`config.mk`:
```
export PLATFORM = sky130hd
export DESIGN_NAME = base64_strict_decoder_top
export DESIGN_NICKNAME = d
export VERILOG_FILES = /design/src/sv/b64d_pkg.sv /design/src/sv/b64d_front.sv /design/src/sv/b64d_queue.sv /design/src/sv/b64d_back.sv /design/src/sv/base64_strict_decoder_top.sv
export SDC_FILE = /design/constraint.sdc
export NUM_CORES = 1
export LEC_CHECK = 0
export ABC_CLOCK_PERIOD_IN_PS = 2700
export BUFFER_PORTS_ARGS = -buffer_cell sky130_fd_sc_hd__buf_2
export CORE_MARGIN = 2
export CORE_UTILIZATION = 30
export DETAILED_ROUTE_END_ITERATION = 7
export PLACE_DENSITY = 0.56
export SYNTH_ARGS = -nofsm -noshare
export SYNTH_HDL_FRONTEND = slang
export SYNTH_SLANG_ARGS = --single-unit
```
`constraint.sdc`:
```
create_clock -name clk -period 2.7 [get_ports clk]
set_clock_uncertainty 0.1 [all_clocks]
set_input_delay 0.81 -clock clk [delete_from_list [all_inputs] [get_ports clk]]
set_output_delay 0.81 -clock clk [all_outputs]
set_load 0.05 [all_outputs]
```
`src/sv/b64d_pkg.sv`:
```
// Shared types, codes and the character classifier for the base64 decoder.
// Used by the front end, the job queue, the result serializer and the top level.
package b64d_pkg;

	typedef enum logic [2:0] {
		ST_DATA       = 3'd0,
		ST_WHITESPACE = 3'd1,
		ST_BAD_LENGTH = 3'd2,
		ST_INVALID    = 3'd3,
		ST_BAD_PAD    = 3'd4
	} b64d_status_t;

	typedef enum logic [1:0] {
		GE_NONE    = 2'd0,
		GE_INVALID = 2'd1,
		GE_BAD_PAD = 2'd2
	} b64d_group_err_t;

	typedef enum logic [1:0] {
		CK_SEXTET = 2'd0,
		CK_PAD    = 2'd1,
		CK_BAD    = 2'd2
	} b64d_kind_t;

	typedef struct packed {
		b64d_kind_t  kind;
		logic [5:0]  value;
	} b64d_cls_t;

	// One queue entry: up to three results that one character causes.
	typedef struct packed {
		logic [2:0][7:0] bytes;
		logic [1:0]      count;
		b64d_status_t    status;
		logic            msg_end;
	} b64d_job_t;

	localparam logic [7:0] CHAR_PLUS  = 8'h2B;
	localparam logic [7:0] CHAR_SLASH = 8'h2F;
	localparam logic [7:0] CHAR_PAD   = 8'h3D;
	localparam logic [5:0] SEXTET_LOWER = 6'd26;
	localparam logic [5:0] SEXTET_DIGIT = 6'd52;
	localparam logic [5:0] SEXTET_PLUS  = 6'd62;
	localparam logic [5:0] SEXTET_SLASH = 6'd63;

	function automatic b64d_cls_t b64d_classify(input logic [7:0] c);
		b64d_cls_t r;
		logic [7:0] d;
		r.kind  = CK_BAD;
		r.value = 6'd0;
		d = 8'd0;
		if (c >= 8'h41 && c <= 8'h5A) begin
			d = c - 8'h41;
			r.kind  = CK_SEXTET;
			r.value = d[5:0];
		end else if (c >= 8'h61 && c <= 8'h7A) begin
			d = c - 8'h61;
			r.kind  = CK_SEXTET;
			r.value = d[5:0] + SEXTET_LOWER;
		end else if (c >= 8'h30 && c <= 8'h39) begin
			d = c - 8'h30;
			r.kind  = CK_SEXTET;
			r.value = d[5:0] + SEXTET_DIGIT;
		end else if (c == CHAR_PLUS) begin
			r.kind  = CK_SEXTET;
			r.value = SEXTET_PLUS;
		end else if (c == CHAR_SLASH) begin
			r.kind  = CK_SEXTET;
			r.value = SEXTET_SLASH;
		end else if (c == CHAR_PAD) begin
			r.kind = CK_PAD;
		end
		return r;
	endfunction

	function automatic logic b64d_blank_char(input logic [7:0] c);
		return (c == 8'h20) || (c >= 8'h09 && c <= 8'h0D);
	endfunction

endpackage

```
`src/sv/b64d_front.sv`:
```
// Front end: accepts characters, tracks the open group and message status, and
// queues a job for a clean closing group or a message end. Depends on b64d_pkg.
module b64d_front import b64d_pkg::*; (
	input  logic      clk,
	input  logic      arst_n,
	input  logic      accept,
	input  logic [7:0] char_code,
	input  logic      last_char,
	output logic      push,
	output b64d_job_t job
);

	logic [2:0][5:0]  held_q;
	logic [2:0]       pads_q;
	logic [1:0]       pos_q;
	logic             inv_q;
	logic             ws_q;
	b64d_group_err_t  fge_q;

	logic [2:0][5:0]  held_d;
	logic [2:0]       pads_d;
	logic [1:0]       pos_d;
	logic             inv_d;
	logic             ws_d;
	b64d_group_err_t  fge_d;

	b64d_cls_t        cls;
	b64d_group_err_t  err;
	b64d_status_t     st;
	logic [1:0]       n;
	logic             p2;
	logic             p3;
	logic [5:0]       s3;
	logic [23:0]      triple;

	always_comb begin
		cls    = b64d_classify(char_code);
		held_d = held_q;
		pads_d = pads_q;
		pos_d  = pos_q;
		inv_d  = inv_q;
		ws_d   = ws_q | b64d_blank_char(char_code);
		fge_d  = fge_q;
		err    = GE_NONE;
		n      = 2'd0;
		p2     = pads_q[2];
		p3     = (cls.kind == CK_PAD);
		s3     = (cls.kind == CK_SEXTET) ? cls.value : 6'd0;
		triple = {held_q[0], held_q[1], held_q[2], s3};
		st     = ST_DATA;
		if (pos_q != 2'd3) begin
			held_d[pos_q] = (cls.kind == CK_SEXTET) ? cls.value : 6'd0;
			if (cls.kind == CK_BAD) begin
				inv_d = 1'b1;
			end
			if (cls.kind == CK_PAD) begin
				pads_d[pos_q] = 1'b1;
			end
			pos_d = pos_q + 2'd1;
		end else begin
			if (inv_q || cls.kind == CK_BAD) begin
				err = GE_INVALID;
			end else if (pads_q[1:0] != 2'b00 || (p2 && !p3)) begin
				err = GE_BAD_PAD;
			end
			if (err != GE_NONE && fge_q == GE_NONE) begin
				fge_d = err;
			end
			if (err == GE_NONE && !ws_d && fge_q == GE_NONE) begin
				n = p2 ? 2'd1 : (p3 ? 2'd2 : 2'd3);
			end
			held_d = '0;
			pads_d = '0;
			inv_d  = 1'b0;
			pos_d  = 2'd0;
		end
		if (ws_d) begin
			st = ST_WHITESPACE;
		end else if (pos_d != 2'd0) begin
			st = ST_BAD_LENGTH;
		end else begin
			unique case (fge_d)
				GE_INVALID: st = ST_INVALID;
				GE_BAD_PAD: st = ST_BAD_PAD;
				default:    st = ST_DATA;
			endcase
		end
		job.bytes[0] = triple[23:16];
		job.bytes[1] = triple[15:8];
		job.bytes[2] = triple[7:0];
		job.count    = n;
		job.status   = ST_DATA;
		job.msg_end  = last_char;
		push         = accept && (last_char || n != 2'd0);
		if (last_char && (st != ST_DATA || n == 2'd0)) begin
			job.bytes  = '0;
			job.count  = 2'd1;
			job.status = (st == ST_DATA) ? ST_BAD_LENGTH : st;
		end
	end

	always_ff @(posedge clk or negedge arst_n) begin
		if (!arst_n) begin
			held_q <= '0;
			pads_q <= '0;
			pos_q  <= 2'd0;
			inv_q  <= 1'b0;
			ws_q   <= 1'b0;
			fge_q  <= GE_NONE;
		end else if (accept) begin
			if (last_char) begin
				held_q <= '0;
				pads_q <= '0;
				pos_q  <= 2'd0;
				inv_q  <= 1'b0;
				ws_q   <= 1'b0;
				fge_q  <= GE_NONE;
			end else begin
				held_q <= held_d;
				pads_q <= pads_d;
				pos_q  <= pos_d;
				inv_q  <= inv_d;
				ws_q   <= ws_d;
				fge_q  <= fge_d;
			end
		end
	end

endmodule

```
`src/sv/b64d_queue.sv`:
```
// Short job queue between the front end and the result serializer.
// Depends on b64d_pkg for the job type.
module b64d_queue import b64d_pkg::*; #(
	parameter int DEPTH = 4
) (
	input  logic      clk,
	input  logic      arst_n,
	input  logic      push,
	input  b64d_job_t wr_job,
	input  logic      pop,
	output b64d_job_t head,
	output logic      full,
	output logic      empty
);

	localparam int PW = (DEPTH > 1) ? $clog2(DEPTH) : 1;
	localparam int CW = $clog2(DEPTH + 1);
	localparam logic [PW-1:0] LAST_PTR = PW'(DEPTH - 1);
	localparam logic [CW-1:0] FULL_CNT = CW'(DEPTH);

	b64d_job_t       mem_q [DEPTH];
	logic [PW-1:0]   wr_ptr_q;
	logic [PW-1:0]   rd_ptr_q;
	logic [CW-1:0]   cnt_q;
	logic            do_push;
	logic            do_pop;

	assign full    = (cnt_q == FULL_CNT);
	assign empty   = (cnt_q == '0);
	assign do_push = push && !full;
	assign do_pop  = pop && !empty;
	assign head    = mem_q[rd_ptr_q];

	always_ff @(posedge clk) begin
		if (do_push) begin
			mem_q[wr_ptr_q] <= wr_job;
		end
	end

	always_ff @(posedge clk or negedge arst_n) begin
		if (!arst_n) begin
			wr_ptr_q <= '0;
			rd_ptr_q <= '0;
			cnt_q    <= '0;
		end else begin
			if (do_push) begin
				wr_ptr_q <= (wr_ptr_q == LAST_PTR) ? '0 : wr_ptr_q + PW'(1);
			end
			if (do_pop) begin
				rd_ptr_q <= (rd_ptr_q == LAST_PTR) ? '0 : rd_ptr_q + PW'(1);
			end
			unique case ({do_push, do_pop})
				2'b10:   cnt_q <= cnt_q + CW'(1);
				2'b01:   cnt_q <= cnt_q - CW'(1);
				default: cnt_q <= cnt_q;
			endcase
		end
	end

endmodule

```
`src/sv/b64d_back.sv`:
```
// Result serializer: walks the head job one result per cycle, while the output
// is not stalled, into the output register. Depends on b64d_pkg for the job and status types.
module b64d_back import b64d_pkg::*; (
	input  logic       clk,
	input  logic       arst_n,
	input  b64d_job_t  head,
	input  logic       empty,
	output logic       pop,
	output logic       out_valid,
	input  logic       out_stall,
	output logic [7:0] data_byte,
	output logic [2:0] status,
	output logic       run_end,
	output logic       message_end
);

	logic [1:0]  idx_q;
	logic        valid_q;
	logic [7:0]  byte_q;
	logic [2:0]  status_q;
	logic        run_end_q;
	logic        msg_end_q;
	logic        load;
	logic        is_last;
	logic [7:0]  sel_byte;

	assign load    = !empty && (!valid_q || !out_stall);
	assign is_last = ((idx_q + 2'd1) == head.count);
	assign pop     = load && is_last;

	always_comb begin
		unique case (idx_q)
			2'd0:    sel_byte = head.bytes[0];
			2'd1:    sel_byte = head.bytes[1];
			default: sel_byte = head.bytes[2];
		endcase
	end

	always_ff @(posedge clk or negedge arst_n) begin
		if (!arst_n) begin
			idx_q   <= 2'd0;
			valid_q <= 1'b0;
		end else begin
			if (load) begin
				valid_q <= 1'b1;
				idx_q   <= is_last ? 2'd0 : idx_q + 2'd1;
			end else if (!out_stall) begin
				valid_q <= 1'b0;
			end
		end
	end

	always_ff @(posedge clk) begin
		if (load) begin
			byte_q    <= sel_byte;
			status_q  <= head.status;
			run_end_q <= is_last;
			msg_end_q <= is_last && head.msg_end;
		end
	end

	assign out_valid   = valid_q;
	assign data_byte   = byte_q;
	assign status      = status_q;
	assign run_end     = run_end_q;
	assign message_end = msg_end_q;

endmodule

```
`src/sv/base64_strict_decoder_top.sv`:
```
// Top level of the strict base64 decoder: front end, job queue, serializer.
// Depends on b64d_pkg, b64d_front, b64d_queue and b64d_back.
//
// The decoder accepts one character per cycle while its job queue has room.
// Every character is classified and folded into the open group in the cycle
// it is accepted; a character that closes a clean group, or ends the message,
// places one job of one to three results in a QUEUE_DEPTH entry queue. The
// serializer delivers one result per cycle while the consumer does not stall,
// from the queue through an output register, so a full three-byte group
// yields three results and a steady stream of valid text runs at one
// character and 0.75 bytes per cycle. The input stalls only when the queue is
// full, which happens when the consumer stalls. On error the final status
// result follows any bytes already sent, which the consumer discards.
module base64_strict_decoder_top import b64d_pkg::*; #(
	parameter int QUEUE_DEPTH = 4
) (
	input  logic       clk,
	input  logic       arst_n,
	input  logic       in_valid,
	output logic       in_stall,
	input  logic [7:0] char_code,
	input  logic       last_char,
	output logic       out_valid,
	input  logic       out_stall,
	output logic [7:0] data_byte,
	output logic [2:0] status,
	output logic       run_end,
	output logic       message_end
);

	logic      accept;
	logic      push;
	logic      pop;
	logic      full;
	logic      empty;
	b64d_job_t wr_job;
	b64d_job_t head;

	assign in_stall = full;
	assign accept   = in_valid && !full;

	b64d_front u_front (
		.clk       (clk),
		.arst_n    (arst_n),
		.accept    (accept),
		.char_code (char_code),
		.last_char (last_char),
		.push      (push),
		.job       (wr_job)
	);

	b64d_queue #(
		.DEPTH (QUEUE_DEPTH)
	) u_queue (
		.clk    (clk),
		.arst_n (arst_n),
		.push   (push),
		.wr_job (wr_job),
		.pop    (pop),
		.head   (head),
		.full   (full),
		.empty  (empty)
	);

	b64d_back u_back (
		.clk         (clk),
		.arst_n      (arst_n),
		.head        (head),
		.empty       (empty),
		.pop         (pop),
		.out_valid   (out_valid),
		.out_stall   (out_stall),
		.data_byte   (data_byte),
		.status      (status),
		.run_end     (run_end),
		.message_end (message_end)
	);

endmodule
```
After elaboration in Yosys (flattened, before gate mapping)
Memories as Yosys holds them, arrays and structs flattened.
Index checks and enable logic that the tools add are counted.

cells by class
  eq/ne operators = 19
  bitwise gates (word level) = 2
  $add $sub $neg = 11
  magnitude comparators = 10
  reduce and logical (&&, ||, !) cells = 44
  muxes and demuxes = 48

operators with widths
  kind                                                            count
  two-way mux 18 bit                                              2
  equality test 8 x 6 -> 1 bit, second input constant             4
  two-way mux 2 bit                                               16
  two-way mux 8 bit                                               4
  two-way mux 29 bit                                              1
  bitwise mux 18 bit                                              1
  two-way mux 3 bit                                               6
  two-way mux 6 bit                                               3
  logical AND 1 bit                                               17
  >= comparator 8 x 7 -> 1 bit, second input constant             2
  less-or-equal comparator 8 x 7 -> 1 bit, second input constant  2
  case mux 8 bit (2 select lines)                                 1
  demux 6 bit (select 2 bit)                                      1
  case mux 3 bit (2 select lines)                                 2
  subtractor 6 bit, second input constant                         2
  equality test 2 bit, second input constant                      5
  logical NOT 2 bit                                               5
  two-way mux 1 bit                                               10
  nonzero test 2 bit                                              5
  adder 2 x 1 -> 2 bit, second input constant                     4
  equality test 2 x 1 -> 1 bit, second input constant             4
  >= comparator 8 x 4 -> 1 bit, second input constant             1
  >= comparator 8 x 6 -> 1 bit, second input constant             1
  less-or-equal comparator 8 x 4 -> 1 bit, second input constant  1
  22 further kinds                                                34

word-level totals
  memory bits (writable) = 120
  input bits = 13
  bits in registers = 50
  memories = 1
  output and inout port bits = 15

memory list
  memory         words  bits a word  read ports  clocked after memory_dff  wr ports  RTL line          text
  u_queue.mem_q  4      30           1           0                         1         b64d_queue.sv:21  b64d_job_t mem_q [DEPTH];

Logic depth before layout (Yosys ltp)
Gate-level depths: netlist of run 1.

  word-level depth = 26
  gate-level depth with buffers = 15
  depth with buffers taken out = 14

Modules after synthesis
A second synthesis of run 1 with hierarchy kept.

unflattened totals
  cell total of the unflattened synthesis = 516
  area total of the unflattened synthesis = 7636.1 um^2

by module, submodules not included
  module                     seq. area each (um^2)  cells each  area each (um^2)  times used
  b64d_queue                 3778.6                 198         4778.3            1
  b64d_front                 675.6                  258         2119.5            1
  b64d_back                  465.4                  59          724.4             1
  base64_strict_decoder_top  0.0                    1           13.8              1

Worst setup path before layout of run 1
Ideal clock, no wire load.

  kind = in2reg
  start point = in char_code[2]
  end point = mem u_queue.mem_q[3][0] in the netlist's numbering (enable)
  buffers on the path = 1
  library setup time = 390 ps
  stages = 9
  path slack = -930 ps
  data required time = 2210 ps
  arrival time = 3140 ps
  path through = buf_2 -> inv_1 -> ha_1 -> nor2b_1 -> o21ai_1 -> a21boi_0 -> a21oi_1 -> o221a_4 -> and2_1

between the ends
  longest elaborated chain between the ends = 25
  elaborated cells on any way between the ends = 47
  those cells by class = 8 x order compare; 6 x eq/ne; 15 x mux; 1 x bitwise; 17 x reduce/logical

RTL lines
  what                                         RTL line                         text
  start: declaration                           base64_strict_decoder_top.sv:21  input logic [7:0] char_code,
  equality test 8 x 6 -> 1 bit                 b64d_pkg.sv:70                   end else if (c == CHAR_PAD) begin
  two-way mux 2 bit                            b64d_pkg.sv:70
  two-way mux 2 bit                            b64d_pkg.sv:67                   end else if (c == CHAR_SLASH) begin
  two-way mux 8 bit                            b64d_pkg.sv:64                   end else if (c == CHAR_PLUS) begin
  two-way mux 8 bit                            b64d_pkg.sv:60                   end else if (c >= 8'h30 && c <= 8'h39) begin
  two-way mux 8 bit                            b64d_pkg.sv:56                   end else if (c >= 8'h61 && c <= 8'h7A) begin
  two-way mux 8 bit                            b64d_pkg.sv:52                   if (c >= 8'h41 && c <= 8'h5A) begin
  equality test 2 x 1 -> 1 bit                 b64d_front.sv:47                 p3 = (cls.kind == CK_PAD);
  (+9 left out)                                -
  two-way mux 2 bit (*)                        b64d_front.sv:69                 if (err == GE_NONE && !ws_d && fge_q == GE_NONE) begin
  two-way mux 2 bit (*)                        b64d_front.sv:51                 if (pos_q != 2'd3) begin
  nonzero test 2 bit (*)                       b64d_front.sv:94                 push = accept && (last_char || n != 2'd0);
  logical OR 1 bit (*)                         b64d_front.sv:94
  logical AND 1 bit (*)                        b64d_front.sv:94
  logical AND 1 bit (*)                        b64d_queue.sv:30                 assign do_push = push && !full;
  two-way mux 1 bit (*)                        b64d_queue.sv:35                 if (do_push) begin
  two-way mux 1 bit (implied by the code) (*)  b64d_queue.sv:36                 mem_q[wr_ptr_q] <= wr_job;
  end: declaration                             b64d_queue.sv:21

Mark *: on every way between the ends. The rest lies on a longest branch, timed or not. The select of a mux whose other input is x is not followed.

Worst setup path in the final report of run 1
  start point = in char_code[0]
  end point = reg u_queue.cnt_q[2]

between the ends
  longest elaborated chain between the ends = 25
  elaborated cells on any way between the ends = 49
  those cells by class = 8 x order compare; 8 x eq/ne; 14 x mux; 1 x bitwise; 18 x reduce/logical

RTL lines
  what                                                                   RTL line          text
  equality test 8 x 6 -> 1 bit                                           b64d_pkg.sv:70
  two-way mux 2 bit                                                      b64d_pkg.sv:70
  two-way mux 2 bit                                                      b64d_pkg.sv:67
  two-way mux 8 bit                                                      b64d_pkg.sv:64
  two-way mux 8 bit                                                      b64d_pkg.sv:60
  two-way mux 8 bit                                                      b64d_pkg.sv:56
  two-way mux 8 bit                                                      b64d_pkg.sv:52
  equality test 2 x 1 -> 1 bit                                           b64d_front.sv:47
  (+9 left out)                                                          -
  two-way mux 2 bit (*)                                                  b64d_front.sv:69
  two-way mux 2 bit (*)                                                  b64d_front.sv:51
  nonzero test 2 bit (*)                                                 b64d_front.sv:94
  logical OR 1 bit (*)                                                   b64d_front.sv:94
  logical AND 1 bit (*)                                                  b64d_front.sv:94
  logical AND 1 bit (*)                                                  b64d_queue.sv:30
  equality test 2 x 1 -> 1 bit or equality test 2 bit (tied branches)    b64d_queue.sv:52  unique case ({do_push, do_pop})
  case mux 3 bit (2 select lines) or nonzero test 2 bit (tied branches)  -
  end signal: assignment                                                 b64d_queue.sv:53  2'b10: cnt_q <= cnt_q + CW'(1);
  end signal: assignment                                                 b64d_queue.sv:54  2'b01: cnt_q <= cnt_q - CW'(1);
  end signal: assignment                                                 b64d_queue.sv:55  default: cnt_q <= cnt_q;
  end: declaration                                                       b64d_queue.sv:24  logic [CW-1:0] cnt_q;

Marked as above.
A chain may end at the register's enable or synchronous reset.

==> out/results.tsv, run 1 <==
stage	metric	value	unit
route	wl_per_cell	17.8	µm
yosys	syn_nets	523	
run_status	outcome	finished clean	
floorplanning	fp-row-count	57	
yosys	postSynthCellCount	487	
cells_and_area	layout.nets	625	
power	p_leak	3.48	nW
timing	clock.fmax	375	MHz
critical_path	cp_data_arrival_time	2.92	ns
floorplanning	die_y	162	µm
critical_path	crit_type	input pin to flop	
clock_network	htree_num_levels	4	
placed_design	dpl-instance-area	0.00868	mm²
placed_design	dp_hpwl	11000	µm
cells_and_area	antenna_cells	0	
global_route	grt_pass1_vias	4707	
cells_and_area	mostFrequentLayoutCell	edfxtp_1	
floorplanning	io-pin-count	28	
timing	drv_slew	0	
yosys	netlist_area	0.00752	mm²
yosys	ys_ff_latch	170	
placed_design	io_buffers	27	
timing	tightest_slew	0.662	ns
route	wl	16500	µm
clock_network	numCtsBuffers	17	
critical_path	critPathCaptureType	flop	
clock_network	insertion_delay	0.42	ns
floorplanning	start_util	0.307	
clock_network	cts_tree	built	
floorplanning	die_area	0.0263	mm²
timing	finalCritPeriodShare	0.989	
yosys	synthDistinctLibCells	61	
yosys	synth_flop_cell	edfxtp_1	
timing	setup_viol	0	
cells_and_area	mostFrequentLayoutCells	edfxtp_1, buf_4, dfrtp_1, o21ai_0, mux4_2	
critical_path	cp-start-kind	input pin	
timing	tns	0	ns
yosys	syn_area_per_cell	15.4	µm²
global_route	grt_max_degree	31	
yosys	synth_area_leaders	edfxtp_1, dfrtp_1, mux4_2	
yosys	synth_top_cell_area_share	0.531	
job	maxCapViolCount	0	
min_path	hold_class	input pin to asynchronous set/reset pin	
critical_path	rrSetupSlack	0.06	ns
global_route	overflow	0	
global_route	grt_pass1_wl	26300	µm
route	drtAntennaViolNets	0	
cells_and_area	syn_to_final_growth	25.4	%
timing	slew_headroom	0.555	
clock_network	cts_max_path_buffers	2	
yosys	synth_edf_count	133	
yosys	yosys_warnings	0	
critical_path	required	2.95	ns
route	vias	4479	
floorplanning	die_x	162	µm
route	firstDrtPassIters	5	
power	powerDensity	940	mW/mm²
floorplanning	core	0.0245	mm²
clock_network	clkTransAtPathRegs	0.07	ns
placed_design	place_congestion	0.798	
timing	hold_viol	0	
route	drc	0	
global_route	antenna_found_initial	0	
route	drtIter0Drc	310	
timing	rsz0062_at_grt	true	
yosys	synthArstFlopShare	0.218	
timing	fin_crit	2.67	ns
cells_and_area	stdcell_area	0.00942	mm²
power	ir_drop	0.000445	V
critical_path	worst-path-max-fanout	4	
clock_network	cts.sinks	170	
route	vias_per_cell	4.84	
yosys	yosysSeqAreaShare	0.654	
clock_network	cts_root_buf	clkbuf_16	
yosys	synth_area_leader_cell	edfxtp_1	
global_route	grtUsageTotal	0.132	
cells_and_area	drive_gt1_frac	0.354	
-- cell families (layout without fill, tap and decap cells) --
logic type / after synthesis / after routing / share of synthesized area
buffers and inverters: 42 / 157 / 0.0245
DFF: 170 / 170 / 0.654
and+or+nand+nor: 106 / 106 / 0.0784
muxes: 36 / 36 / 0.0987
xor gates and xnor gates: 13 / 13 / 0.0151
AOI/OAI and AO/OA: 97 / 97 / 0.0895
adders and majority gates: 23 / 23 / 0.0393
-- synthesized netlist by cell type (2+ instances only) --
cell and instances:
buf_2 3, a31oi_1 6, o31ai_1 3, o21ai_0 34, nand4b_1 2, xnor2_1 9, a22oi_1 9, ha_1 22
clkbuf_1 9, a21oi_1 13, mux4_2 30, nor2_1 17, or2_2 2, inv_1 23, nor2b_1 25, nand3_1 5
o21bai_1 2, buf_6 2, o21a_1 3, and3_1 2, a32o_1 6, and2_1 7, nor3_1 2, nor4_1 3
dfrtp_1 37, nand2_1 27, mux2_2 5, edfxtp_1 133, xor2_1 4, buf_4 2, o211ai_1 2, nand2b_1 7
buf_1 3
-- power breakdown --
part / leakage (nW) / internal (W) / switching [W] / total, W
Combinational: 1.47 / 0.00121 / 0.00169 / 0.00291
Sequential: 1.73 / 0.00329 / 0.000164 / 0.00345
Clock: 0.289 / 0.00147 / 0.00103 / 0.00250
-- cell type report --
cell class	instances	area (µm²)
clock inverters	15	189
fillers	2258	15000
inverters	23	93.8
clock buffers	17	425
multi-input cells	275	2560
flip-flops and latches	170	4920
well taps	324	405
repair buffers	102	826
-- flip-flops by register name (all words and copies together), names as in the netlist --
register / cells
u_back.message_end: 1
u_back.out_valid: 1
u_front.inv_q: 1
u_front.ws_q: 1
u_back.idx_q: 2
u_queue.rd_ptr_q: 2
u_front.pads_q: 3
u_front.fge_q: 2
u_queue.wr_ptr_q: 2
u_back.run_end: 1
u_queue.cnt_q: 3
u_back.data_byte: 8
u_front.held_q: 18
u_queue.mem_q: 120
u_front.pos_q: 2
u_back.status: 3
-- worst max-delay path, cell delays in order --
cell	delay [ns]
buf_8	0.10
inv_4	0.05
ha_4	0.16
xnor2_2	0.11
o221a_2	0.24
a311oi_4	0.04
and2_4	0.15
o221a_4	0.26
inv_2	0.07
ha_4	0.13
inv_2	0.03
fa_2	0.32
xor2_1	0.16
nor2_1	0.12
xor2_1	0.15
-- stage by stage --
step | hold WS [ns] | setup WS [ns] | power [W] | util | instances
after floorplan | 0.342 | -0.412 | 0.00544 | - | 487
after global placement | 0.359 | -0.510 | 0.00633 | 0.355 | 888
after detailed placement | 0.362 | -0.565 | 0.00640 | 0.355 | 888
after CTS | 0.157 | -0.00133 | 0.00893 | 0.383 | 923
after global routing | 0.160 | -0.113 | 0.00933 | 0.385 | 926
final | 0.165 | 0.0309 | 0.00885 | 0.385 | 926
-- worst paths after layout --
| check | start | end | depth (start not counted) |
|---|---|---|---|
| worst max-delay path | char_code[0] | u_queue.cnt_q[2]$_DFFE_PN0P_ | 15 |
| worst min-delay path | arst_n | u_front.held_q[3]$_DFFE_PN0P_ | 1 |
| worst max register to register | u_queue.rd_ptr_q[0]$_DFFE_PN0P_ | u_queue.cnt_q[2]$_DFFE_PN0P_ | 10 |
| worst min register to register | u_front.held_q[1]$_DFFE_PN0P_ | u_front.held_q[1]$_DFFE_PN0P_ | 2 |
| max in group asynchronous | arst_n | u_front.pos_q[0]$_DFFE_PN0P_ | 2 |
| min in group clk | u_front.held_q[1]$_DFFE_PN0P_ | u_front.held_q[1]$_DFFE_PN0P_ | 2 |
-- what timing repair did --
item	CTS	global route
buffers inserted	2	3
resized for setup	13	10
pin swaps	8	6
gates cloned	1	0
hold buffers	0	0
setup endpoints to repair	122	145
-- layer usage --
metal,up-vias,global-route usage,wire [µm]
li1,2071,-,-
met1,2313,0.173,7550
met2,77,0.221,8230
met3,18,0.0222,489
met4,0,0.0507,241
met5,-,0,0
No activity file was read; power rests on OpenSTA's default activity.
==> inputs of run 2 (changes only) <==
--- a/config.mk
+++ b/config.mk
@@ -5,7 +5,6 @@
 export SDC_FILE = /design/constraint.sdc
 export NUM_CORES = 1
 export LEC_CHECK = 0
-export ABC_CLOCK_PERIOD_IN_PS = 2700
 export BUFFER_PORTS_ARGS = -buffer_cell sky130_fd_sc_hd__buf_2
 export CORE_MARGIN = 2
 export CORE_UTILIZATION = 30
==> constraint.sdc (replaced) <==
create_clock -name clk -period 2.7 [get_ports clk]
set_clock_uncertainty 0.1 [all_clocks]
set_input_delay 0.54 -clock clk [delete_from_list [all_inputs] [get_ports clk]]
set_output_delay 0.54 -clock clk [all_outputs]
set_load 0.05 [all_outputs]
==> out/results.tsv, run 2 (synthesis results as in run 1) <==
stage	metric	value	unit	change
min_path	hold_class	input pin to asynchronous set/reset pin		
critical_path	worstRegToRegCells	10		unchanged
route	vias	4384		-2.1%
global_route	overflow	0		unchanged
clock_network	htree_num_levels	4		unchanged
critical_path	path_cells	mux4_2 > xor2_1 > nor2_2 > and2_4 > ha_4 > inv_2 > fa_2 > xor2_1 > nor2_1 > xor2_1		
global_route	grt_max_degree	38		+23%
critical_path	max_stage_delay	0.51	ns	+0.19 ns
global_route	grtUsageTotal	0.123		-0.00872
power	power	0.00857	W	-3.2%
power	powerDensity	930	mW/mm²	-0.98%
cells_and_area	antenna_cells	0		unchanged
critical_path	required	2.95	ns	about the same
route	drt-met1-wl	7030	µm	-6.8%
timing	finalCritPeriodShare	0.943		-0.0460
cells_and_area	regMostFlops	u_queue.mem_q		
clock_network	insertion_delay	0.42	ns	about the same
cells_and_area	drive_gt1_frac	0.322		-0.0317
global_route	antenna_found_initial	0		unchanged
placed_design	dp_hpwl	10400	µm	-4.8%
critical_path	cp-start-kind	flop		
critical_path	crit_type	flop to flop		
clock_network	cts_tree	built		
cells_and_area	largest_register_ffs	120		unchanged
floorplanning	die_y	162	µm	unchanged
floorplanning	fp-row-count	57		unchanged
timing	setup_viol	0		unchanged
job	maxCapViolCount	0		unchanged
route	wl_per_cell	16.7	µm	-6.5%
floorplanning	start_util	0.307		unchanged
clock_network	clkTransAtPathRegs	0.07	ns	about the same
power	ir_drop	0.000495	V	+11%
run_status	outcome	finished clean		
floorplanning	core	0.0245	mm²	unchanged
clock_network	numCtsBuffers	17		unchanged
route	drtAntennaViolNets	0		unchanged
clock_network	cts_hold_buf	0		unchanged
route	wl_met2	7570	µm	-8.0%
route	drtIter0Drc	271		-13%
route	vias_per_cell	4.77		-1.5%
power	p_leak	3.41	nW	-2.2%
critical_path	worst-path-max-fanout	4		unchanged
floorplanning	io-pin-count	28		unchanged
timing	slew_headroom	0.412		-0.143
cells_and_area	mostFrequentLayoutCells	edfxtp_1, buf_4, dfrtp_1, o21ai_0, mux4_2		
cells_and_area	layout.nets	619		-0.96%
route	firstDrtPassIters	4		-1
clock_network	cts_resized	0		-13
critical_path	slowest_stage	mux4_2		
route	routed.top_layer	met4		
route	drc	0		unchanged
placed_design	place_congestion	0.842		+5.6%
clock_network	cts.sinks	170		unchanged
floorplanning	die_area	0.0263	mm²	unchanged
cells_and_area	mostFrequentLayoutCell	edfxtp_1		
timing	clock.fmax	393	MHz	+4.9%
clock_network	cts_root_buf	clkbuf_16		
clock_network	cts_setup_buffers	0		-2
global_route	grt_pass1_wl	24800	µm	-5.6%
timing	drv_slew	0		unchanged
critical_path	cp_data_arrival_time	2.80	ns	-0.12 ns
clock_network	cts_max_path_buffers	2		unchanged
route	wl_met3	445	µm	-9.0%
cells_and_area	syn_to_final_growth	22.5	%	
global_route	grt_pass1_vias	4646		-1.3%
timing	hold_viol	0		unchanged
route	wl	15300	µm	-7.1%
critical_path	crit_path_frequent_cell	xor2_1		
placed_design	io_buffers	27		unchanged
timing	fin_crit	2.54	ns	-0.124 ns
timing	whs	0.139	ns	-0.0261 ns
floorplanning	die_x	162	µm	unchanged
timing	tightest_slew	0.882	ns	+0.220 ns
critical_path	critPathCaptureType	flop		
run 2: where the power goes:
group	switching, W	internal (W)
clock network	0.000976	0.00136
logic	0.00161	0.00116
registers	0.000165	0.00329
total	0.00276	0.00581
run 2: layer usage:
layer | up-vias | GRT usage
li1 | 2064 | -
met1 | 2228 | 0.161
met2 | 70 | 0.205
met3 | 22 | 0.0199
met4 | 0 | 0.0535
met5 | - | 0
run 2: path summary, 6_finish.rpt:
path	startpoint	to	slack, ns
worst max register to register	u_queue.rd_ptr_q[0]$_DFFE_PN0P_	u_queue.cnt_q[2]$_DFFE_PN0P_	0.16
max in group asynchronous	arst_n	u_queue.rd_ptr_q[0]$_DFFE_PN0P_	1.75
worst min register to register	u_front.held_q[15]$_DFFE_PN0P_	u_front.held_q[15]$_DFFE_PN0P_	0.38
worst max-delay path	u_queue.rd_ptr_q[0]$_DFFE_PN0P_	u_queue.cnt_q[2]$_DFFE_PN0P_	0.16
min in group clk	out_stall	u_back.out_valid$_DFFE_PN0P_	0.25
worst min-delay path	arst_n	u_queue.rd_ptr_q[1]$_DFFE_PN0P_	0.14
run 2: through the flow:
step | cells | utilization | worst slack [ns] | TNS [ns] | instance area (µm²)
floorplan | 487 | - | -0.142 | -13.97 | 7630
global placement | 888 | 0.353 | -0.220 | -19.51 | 8640
detailed placement | 888 | 0.353 | -0.271 | -22.74 | 8640
CTS | 920 | 0.376 | 0.0162 | 0 | 9200
global route | 920 | 0.376 | -0.0113 | -0.0113 | 9210
finish | 920 | 0.376 | 0.155 | 0 | 9210
run 2: final cells by class:
class                      count  area (µm²)
sequential                   170        4920
timing repair buffer          96         716
clock buffer                  21         440
inverter                      23        88.8
fill                        2276       15300
multi-input combinational    275        2520
tap                          324         405
clock inverter                11         120
run 2: critical path: cells and delay by family, from the launching register on:
family                     cells  cell delay [ns]
xor gates and xnor gates       3             0.46
and+or+nand+nor                3             0.47
buffers and inverters          1             0.04
adders and majority gates      2             0.49
DFF                            1             0.41
muxes                          1             0.51
